**config.mk**
```make
export PLATFORM = sky130hd
export DESIGN_NAME = send_matrix_audio_mixer
export DESIGN_NICKNAME = d
export VERILOG_FILES = /design/src/rtl/smam_pkg.sv /design/src/rtl/send_matrix_audio_mixer.sv
export SDC_FILE = /design/constraint.sdc
export NUM_CORES = 1
export LEC_CHECK = 0
export ABC_AREA = 1
export BUFFER_PORTS_ARGS = -buffer_cell sky130_fd_sc_hd__buf_2
export CELL_PAD_IN_SITES_DETAIL_PLACEMENT = 0
export CELL_PAD_IN_SITES_GLOBAL_PLACEMENT = 1
export CORE_ASPECT_RATIO = 0.8
export CORE_UTILIZATION = 54
export DETAILED_ROUTE_END_ITERATION = 10
export PLACE_DENSITY = 0.84
export SKIP_LAST_GASP = 1
export SLEW_MARGIN = 20
export SYNTH_ARGS = -nofsm -noshare
export SYNTH_HDL_FRONTEND = slang
export SYNTH_SLANG_ARGS = --single-unit
export TNS_END_PERCENT = 30
```
**constraint.sdc**
```tcl
create_clock -name clk -period 21.6 [get_ports clk]
set_clock_uncertainty 0.1 [all_clocks]
set_input_delay 0 -clock clk [delete_from_list [all_inputs] [get_ports clk]]
set_output_delay 0 -clock clk [all_outputs]
set_load 0.02 [all_outputs]
```
**src/rtl/smam_pkg.sv**
```systemverilog
package smam_pkg;

  localparam int SOURCES_DEF  = 8;
  localparam int CHANNELS_DEF = 2;

  localparam int ACC_W = 35;

  localparam logic [15:0] CENTRE_LEVEL = 16'd23170;
  localparam logic [15:0] UNITY_Q15    = 16'd32768;

  localparam logic CMD_WRITE  = 1'b0;
  localparam logic CMD_SAMPLE = 1'b1;

endpackage

```
**src/rtl/send_matrix_audio_mixer.sv**
```systemverilog
// Send-matrix mixer: a write request (in_command = write) stores a Q1.15 send level for one
// source and channel. A sample request adds sample * level into each channel accumulator;
// one 19x17 multiplier is shared by everything, so each channel passes through a table
// read, a multiply and an accumulate state. A request marked last_source then scales every
// accumulator by the master volume in two partial products plus one sum per channel, and
// emits one result per channel in channel order through an output register. in_stall is
// high for the whole of that work, which waits while the output side stalls.
module send_matrix_audio_mixer #(
  parameter int SOURCES  = smam_pkg::SOURCES_DEF,
  parameter int CHANNELS = smam_pkg::CHANNELS_DEF
) (
  input  logic               clk,
  input  logic               rst_n,
  input  logic               cfg_wr_en,
  input  logic        [15:0] cfg_wr_data,
  input  logic               in_valid,
  output logic               in_stall,
  input  logic               in_command,
  input  logic         [2:0] in_source_index,
  input  logic         [2:0] in_channel_index,
  input  logic        [15:0] in_level,
  input  logic signed [15:0] in_sample,
  input  logic               in_last_source,
  output logic               out_valid,
  input  logic               out_stall,
  output logic signed [15:0] out_sample,
  output logic         [2:0] out_channel,
  output logic               out_last_channel,
  output logic               out_clipped
);

  localparam int TD = SOURCES * CHANNELS;
  localparam int AW = (TD > 1) ? $clog2(TD) : 1;
  localparam int CW = (CHANNELS > 1) ? $clog2(CHANNELS) : 1;
  localparam int AccW = smam_pkg::ACC_W;

  typedef enum logic [2:0] {
    S_IDLE, S_RD, S_MUL, S_ACC, S_SLO, S_SHI, S_SUM
  } state_t;

  state_t                   state_r;
  logic          [15:0]     master_r;
  logic           [2:0]     src_r;
  logic signed   [15:0]     sample_r;
  logic                     last_r;
  logic          [CW-1:0]   ch_r;
  logic signed [AccW-1:0]   acc_r [CHANNELS];
  logic                     vld_r [TD];
  logic                     vld_rd_r;
  logic          [15:0]     rd_r;
  logic signed   [35:0]     prod_r;
  logic signed   [35:0]     lo_r;
  logic                     out_valid_r;
  logic signed   [15:0]     out_sample_r;
  logic           [2:0]     out_channel_r;
  logic                     out_last_r;
  logic                     out_clip_r;

  logic [15:0]     tbl_mem [TD];

  logic                     in_acc;
  logic                     src_ok;
  logic                     wr_en;
  logic          [AW-1:0]   wr_addr;
  logic          [15:0]     wr_level;
  logic          [AW-1:0]   rd_addr;
  logic          [15:0]     mv_eff;
  logic          [15:0]     level_eff;
  logic signed   [18:0]     mul_a;
  logic signed   [16:0]     mul_b;
  logic signed   [35:0]     mul_p;
  logic signed   [AccW-1:0] acc_cur;
  logic signed   [AccW+1:0] acc_sum;
  logic signed   [AccW-1:0] acc_sat;
  logic signed   [53:0]     scaled;
  logic signed   [23:0]     q_wide;
  logic signed   [15:0]     q_sat;
  logic                     q_clip;
  logic                     ch_last;
  logic                     out_free;

  assign in_stall = (state_r != S_IDLE);
  assign in_acc   = in_valid && !in_stall;
  assign src_ok   = {1'b0, in_source_index} < 4'(SOURCES);

  assign wr_en    = in_acc && (in_command == smam_pkg::CMD_WRITE) && src_ok &&
                    ({1'b0, in_channel_index} < 4'(CHANNELS));
  assign wr_addr  = AW'(int'(in_source_index) * CHANNELS + int'(in_channel_index));
  assign wr_level = (in_level > smam_pkg::UNITY_Q15) ? smam_pkg::UNITY_Q15 : in_level;
  assign rd_addr  = AW'(int'(src_r) * CHANNELS + int'(ch_r));

  assign mv_eff    = (master_r > smam_pkg::UNITY_Q15) ? smam_pkg::UNITY_Q15 : master_r;
  assign level_eff = vld_rd_r ? rd_r : smam_pkg::CENTRE_LEVEL;
  assign acc_cur   = acc_r[ch_r];
  assign ch_last   = (ch_r == CW'(CHANNELS - 1));
  assign out_free  = !out_valid_r || !out_stall;

  // shared multiplier: sample * level, then the two halves of acc * master
  always_comb begin
    unique case (state_r)
      S_MUL: begin
        mul_a = 19'(sample_r);
        mul_b = {1'b0, level_eff};
      end
      S_SLO: begin
        mul_a = {1'b0, acc_cur[17:0]};
        mul_b = {1'b0, mv_eff};
      end
      default: begin
        mul_a = 19'($signed(acc_cur[AccW-1:18]));
        mul_b = {1'b0, mv_eff};
      end
    endcase
  end

  assign mul_p = mul_a * mul_b;

  // accumulate with saturation at the 35-bit limits
  always_comb begin
    acc_sum = 37'(acc_cur) + 37'(prod_r);
    if (acc_sum[AccW+1:AccW-1] == 3'b000 || acc_sum[AccW+1:AccW-1] == 3'b111) begin
      acc_sat = acc_sum[AccW-1:0];
    end else if (acc_sum[AccW+1]) begin
      acc_sat = {1'b1, {(AccW-1){1'b0}}};
    end else begin
      acc_sat = {1'b0, {(AccW-1){1'b1}}};
    end
  end

  // hi part weighs 2^18; arithmetic shift by 30 rounds toward minus infinity
  always_comb begin
    scaled = {prod_r, 18'b0} + 54'(lo_r);
    q_wide = scaled[53:30];
    if (q_wide > 24'sd32767) begin
      q_sat  = 16'sh7fff;
      q_clip = 1'b1;
    end else if (q_wide < -24'sd32768) begin
      q_sat  = 16'sh8000;
      q_clip = 1'b1;
    end else begin
      q_sat  = q_wide[15:0];
      q_clip = 1'b0;
    end
  end

  always_ff @(posedge clk) begin
    if (wr_en) begin
      tbl_mem[wr_addr] <= wr_level;
    end
    rd_r <= tbl_mem[rd_addr];
  end

  always_ff @(posedge clk) begin
    if (!rst_n) begin
      state_r     <= S_IDLE;
      master_r    <= smam_pkg::UNITY_Q15;
      ch_r        <= '0;
      out_valid_r <= 1'b0;
      vld_rd_r    <= 1'b0;
      for (int i = 0; i < TD; i++) begin
        vld_r[i] <= 1'b0;
      end
      for (int i = 0; i < CHANNELS; i++) begin
        acc_r[i] <= '0;
      end
    end else begin
      if (cfg_wr_en) begin
        master_r <= cfg_wr_data;
      end
      if (wr_en) begin
        vld_r[wr_addr] <= 1'b1;
      end
      vld_rd_r <= vld_r[rd_addr];
      if (state_r == S_SUM && out_free) begin
        out_valid_r <= 1'b1;
      end else if (!out_stall) begin
        out_valid_r <= 1'b0;
      end
      unique case (state_r)
        S_IDLE: begin
          if (in_acc && in_command == smam_pkg::CMD_SAMPLE) begin
            src_r    <= in_source_index;
            sample_r <= in_sample;
            last_r   <= in_last_source;
            ch_r     <= '0;
            if (src_ok) begin
              state_r <= S_RD;
            end else if (in_last_source) begin
              state_r <= S_SLO;
            end
          end
        end
        S_RD: begin
          state_r <= S_MUL;
        end
        S_MUL: begin
          prod_r  <= mul_p;
          state_r <= S_ACC;
        end
        S_ACC: begin
          acc_r[ch_r] <= acc_sat;
          if (!ch_last) begin
            ch_r    <= ch_r + 1'b1;
            state_r <= S_RD;
          end else if (last_r) begin
            ch_r    <= '0;
            state_r <= S_SLO;
          end else begin
            state_r <= S_IDLE;
          end
        end
        S_SLO: begin
          prod_r  <= mul_p;
          state_r <= S_SHI;
        end
        S_SHI: begin
          lo_r    <= prod_r;
          prod_r  <= mul_p;
          state_r <= S_SUM;
        end
        S_SUM: begin
          if (out_free) begin
            out_sample_r  <= q_sat;
            out_clip_r    <= q_clip;
            out_channel_r <= 3'(ch_r);
            out_last_r    <= ch_last;
            acc_r[ch_r]   <= '0;
            if (ch_last) begin
              state_r <= S_IDLE;
            end else begin
              ch_r    <= ch_r + 1'b1;
              state_r <= S_SLO;
            end
          end
        end
        default: begin
          state_r <= S_IDLE;
        end
      endcase
    end
  end

  assign out_valid        = out_valid_r;
  assign out_sample       = out_sample_r;
  assign out_channel      = out_channel_r;
  assign out_last_channel = out_last_r;
  assign out_clipped      = out_clip_r;

endmodule

```
==> flow_metrics.env <==
export IMPL_syn2layout_area_growth_pct=11.60
export IMPL_path_max_fanout=19
export IMPL_vias=27180
export IMPL_worst_slew_pin_slew_ns=1.133
export IMPL_yosys_register_bits=473
export IMPL_drt_pre_antenna_iters=6
export IMPL_grt_pass1_vias=26200
export IMPL_netlist_instances=3765
export IMPL_drt_initial_drc_count=3328
export IMPL_clk_latency_ns=0.61
export IMPL_die_w_um=284.9
export IMPL_tns_ns=0
export IMPL_min_period_over_period=0.3843
export IMPL_path_buf_inv=6
export IMPL_ys_seq_area_frac=0.3949
export IMPL_cts_sinks=473
export IMPL_grt_max_degree=83
export IMPL_critPathTopFamily="adder cells"
export IMPL_dp_slack_ns=13.30
export IMPL_status="finished clean"
export IMPL_p_leak_nw=16.92
export IMPL_io_buffers=81
export IMPL_wire_per_inst_um=21.16
export IMPL_yosys_warnings=0
export IMPL_grt_first_pass_wirelength_mm=155.6
export IMPL_r2r_setup_slack_ns=13.30
export IMPL_cpMostUsedCell="nand2_1"
export IMPL_cp_arrival_ns=8.56
export IMPL_worstReg2RegEnd="prod_r[33]$_DFFE_PP_"
export IMPL_r2r_start="state_r[0]$_SDFFE_PN0P_"
export IMPL_holdPathStages=5
export IMPL_n_antenna_cell=0
export IMPL_htree_levels=2
export IMPL_cpPeakStageDelay_ns=0.71
export IMPL_cts_tree="built"
export IMPL_die_h_um=228.3
export IMPL_worstHoldPathType="primary input to flip-flop"
export IMPL_vias_per_cell=5.669
export IMPL_path_clk_slew_ns=0.07
export IMPL_worstPathRequired_ns=21.86
export IMPL_synth_cell_type_count=52
export IMPL_reg2regPathDepth=28
export IMPL_clockBufferDepth=3
export IMPL_post_cts_resized=0
export IMPL_critPathKind="flip-flop to flip-flop"
export IMPL_holdPathEnd="src_r[0]$_DFFE_PP_"
export IMPL_synth_area_um2=34570
export IMPL_clock_fmax_mhz=120.5
export IMPL_drtAntennaViolNets=0
export IMPL_drc=0
export IMPL_cts_hold_buffers=104
export IMPL_crit_path_start_kind="flip-flop"
export IMPL_endpoint_kind="flip-flop"
export IMPL_drv_cap=0
export IMPL_drt_total_wl_mm=101.5
export IMPL_core_area_um2=63000
export IMPL_track_usage=0.3141
export IMPL_ir_worst_vdd_mv=0.05790
export IMPL_drive_gt1_frac=0.07838
export IMPL_post_cts_buffers=0
export IMPL_period_needed_ns=8.300
export IMPL_slew_headroom=0.2416
export IMPL_die_area_um2=65040
export IMPL_cts_buffers=46
export IMPL_crit_slowest_cell="a21oi_2"
export IMPL_grt_setup_unrepaired="no"
export IMPL_power_per_cell_area_nw_per_um2=86.63
export IMPL_hp_start="in_valid"
export IMPL_core_rowCount=82
export IMPL_gp_congestion=0.9502
export IMPL_setup_ws_ns=13.30
export IMPL_setup_violations=0
export IMPL_clock_root_buffer="clkbuf_16"
export IMPL_drv_slew=0
export IMPL_hpwl_mm=74.49
export IMPL_finalHoldViolCount=0
export IMPL_syn_avg_cell_area_um2=9.182
export IMPL_nets=4449
export IMPL_num_io_pins=84
export IMPL_grt_remaining_overflow=0
export IMPL_start_util=0.5488
export IMPL_antenna_found_initial=0
## sequential cells by signal (all words and copies together), names as in the netlist, named ones only
| name | count |
|---|---|
| out_sample | 16 |
| master_r | 16 |
| acc_r | 70 |
| last_r | 1 |
| out_clipped | 1 |
| vld_rd_r | 1 |
| lo_r | 18 |
| tbl_mem | 256 |
| sample_r | 16 |
| state_r | 3 |
| vld_r | 16 |
| ch_last | 1 |
| prod_r | 36 |
| rd_r | 16 |
| out_last_channel | 1 |
| out_valid | 1 |
| src_r | 3 |
## Yosys cell counts, drive strengths merged
| cell | number | area, um^2 |
|---|---|---|
| clkinv | 7 | 26.28 |
| a211oi | 1 | 7.510 |
| nor4 | 14 | 87.58 |
| xnor2 | 39 | 341.6 |
| or2 | 8 | 50.05 |
| o211ai | 26 | 195.2 |
| ha | 162 | 2027 |
| a21boi | 5 | 37.54 |
| o22ai | 22 | 137.6 |
| nand4 | 7 | 43.79 |
| o32ai | 1 | 8.760 |
| nor3 | 21 | 105.1 |
| and3 | 1 | 6.260 |
| clkbuf | 91 | 341.6 |
| inv | 585 | 2196 |
| o21ai | 238 | 1195 |
| edfxtp | 418 | 12550 |
| nand3b | 2 | 15.01 |
| a32oi | 7 | 61.31 |
| and2 | 3 | 18.77 |
| a22o | 1 | 8.760 |
| dfxtp | 55 | 1101 |
| a21oi | 145 | 748.2 |
| a221oi | 2 | 17.52 |
| o21bai | 15 | 112.6 |
| mux2i | 3 | 30.03 |
| nand2 | 733 | 2867 |
| xor2 | 42 | 367.9 |
| conb | 1 | 3.750 |
| fa | 309 | 6186 |
| o221ai | 49 | 429.2 |
| buf | 38 | 212.7 |
| nor2 | 544 | 2069 |
| a31oi | 9 | 56.30 |
| o21a | 17 | 127.6 |
| nand3 | 129 | 660.6 |
| nor3b | 1 | 12.51 |
| a22oi | 7 | 52.55 |
| a21o | 7 | 52.55 |
## logic make-up (layout without fill, tap and decap cells)
logic type	count (synthesis)	after routing	synth area share
simple gates	1463	1463	0.1717
buf+inv	721	910	0.08031
flops	473	473	0.3949
mux	3	3	0.0008687
xor+xnor	81	81	0.02052
compound gates	552	552	0.09396
other cells	1	2	0.0001085
fa+ha+maj	471	471	0.2376
## worst register-to-register path, delay by kind of cell, from the launching register on
kind | cells | cell delay [ns]
and+or+nand+nor | 11 | 2.03
DFF | 1 | 0.32
buffers and inverters | 6 | 0.86
AOI/OAI and AO/OA | 4 | 1.46
adders and majority gates | 7 | 3.30
## how the worst max path moves through the flow
stage                        startpoint                    to  slack, ns  depth (start not counted)
2_1_floorplan  master_r[8]$_SDFFE_PN0P_  prod_r[35]$_DFFE_PP_      14.83                         27
3_3_place_gp    state_r[1]$_SDFFE_PN0P_  prod_r[35]$_DFFE_PP_      13.22                         31
3_5_place_dp    state_r[0]$_SDFFE_PN0P_  prod_r[35]$_DFFE_PP_      13.30                         29
4_1_cts         state_r[0]$_SDFFE_PN0P_  prod_r[35]$_DFFE_PP_      13.27                         29
5_1_grt         state_r[0]$_SDFFE_PN0P_  prod_r[35]$_DFFE_PP_      12.75                         29
6_report        state_r[0]$_SDFFE_PN0P_  prod_r[33]$_DFFE_PP_      13.30                         28
## power by group
part           total (mW)  switching (mW)  internal (mW)
Clock               0.845           0.365          0.481
Combinational        1.41           0.923          0.488
Sequential           1.09          0.0284           1.06
## per-layer routing
layer  vias up  GRT usage  wire [um]
li1      12510          -          -
met1     13100     0.4943      45930
met2      1425     0.4319      40560
met3       156    0.07335      12520
met4         0    0.08081       2466
met5         -          0          0
## layout by cell type (no fill, tap or decap), types with 17 or more instances in the layout
cell           synthesis  layout
o221ai_1              49      49
o21ai_0              228     224
xnor2_1               39      39
inv_1                576     574
nor2_1               537     513
nand3_1              126     126
nor2_2                 5      28
ha_1                 162     162
dfxtp_1               55      54
xor2_1                42      42
fa_1                 309     309
buf_4                  5      46
dlygate4sd3_1          0     104
o211ai_1              26      26
a21oi_1              141     140
o21a_1                17      17
clkbuf_16              0      46
nand2_1              687     687
edfxtp_1             418     418
nor3_1                21      20
o22ai_1               22      22
buf_2                 23      81
nand2_2               46      46
## layout make-up
cell class,count,area [um^2]
Sequential cell,473,13660
Fill cell,5416,24420
Multi-Input combinational cell,2572,18250
Timing Repair Buffer,232,1819
Inverter,592,2223
Clock buffer,63,1285
Tap cell,840,1051
Clock inverter,23,292.8
## stage by stage
step	instance area [um^2]	total power, mW	instances	util	hold WS, ns
6_report	38580	3.342	4795	0.6124	0.0005104
5_1_grt	38580	3.562	4795	0.6124	0.01821
4_1_cts	38520	3.324	4794	0.6115	0.003497
3_5_place_dp	35910	2.472	4604	0.5700	0.07982
3_3_place_gp	35900	2.458	4604	0.5699	0.07666
2_1_floorplan	34570	2.089	3766	-	-0.001131
Note: power is estimated with default switching activity, not from simulation.
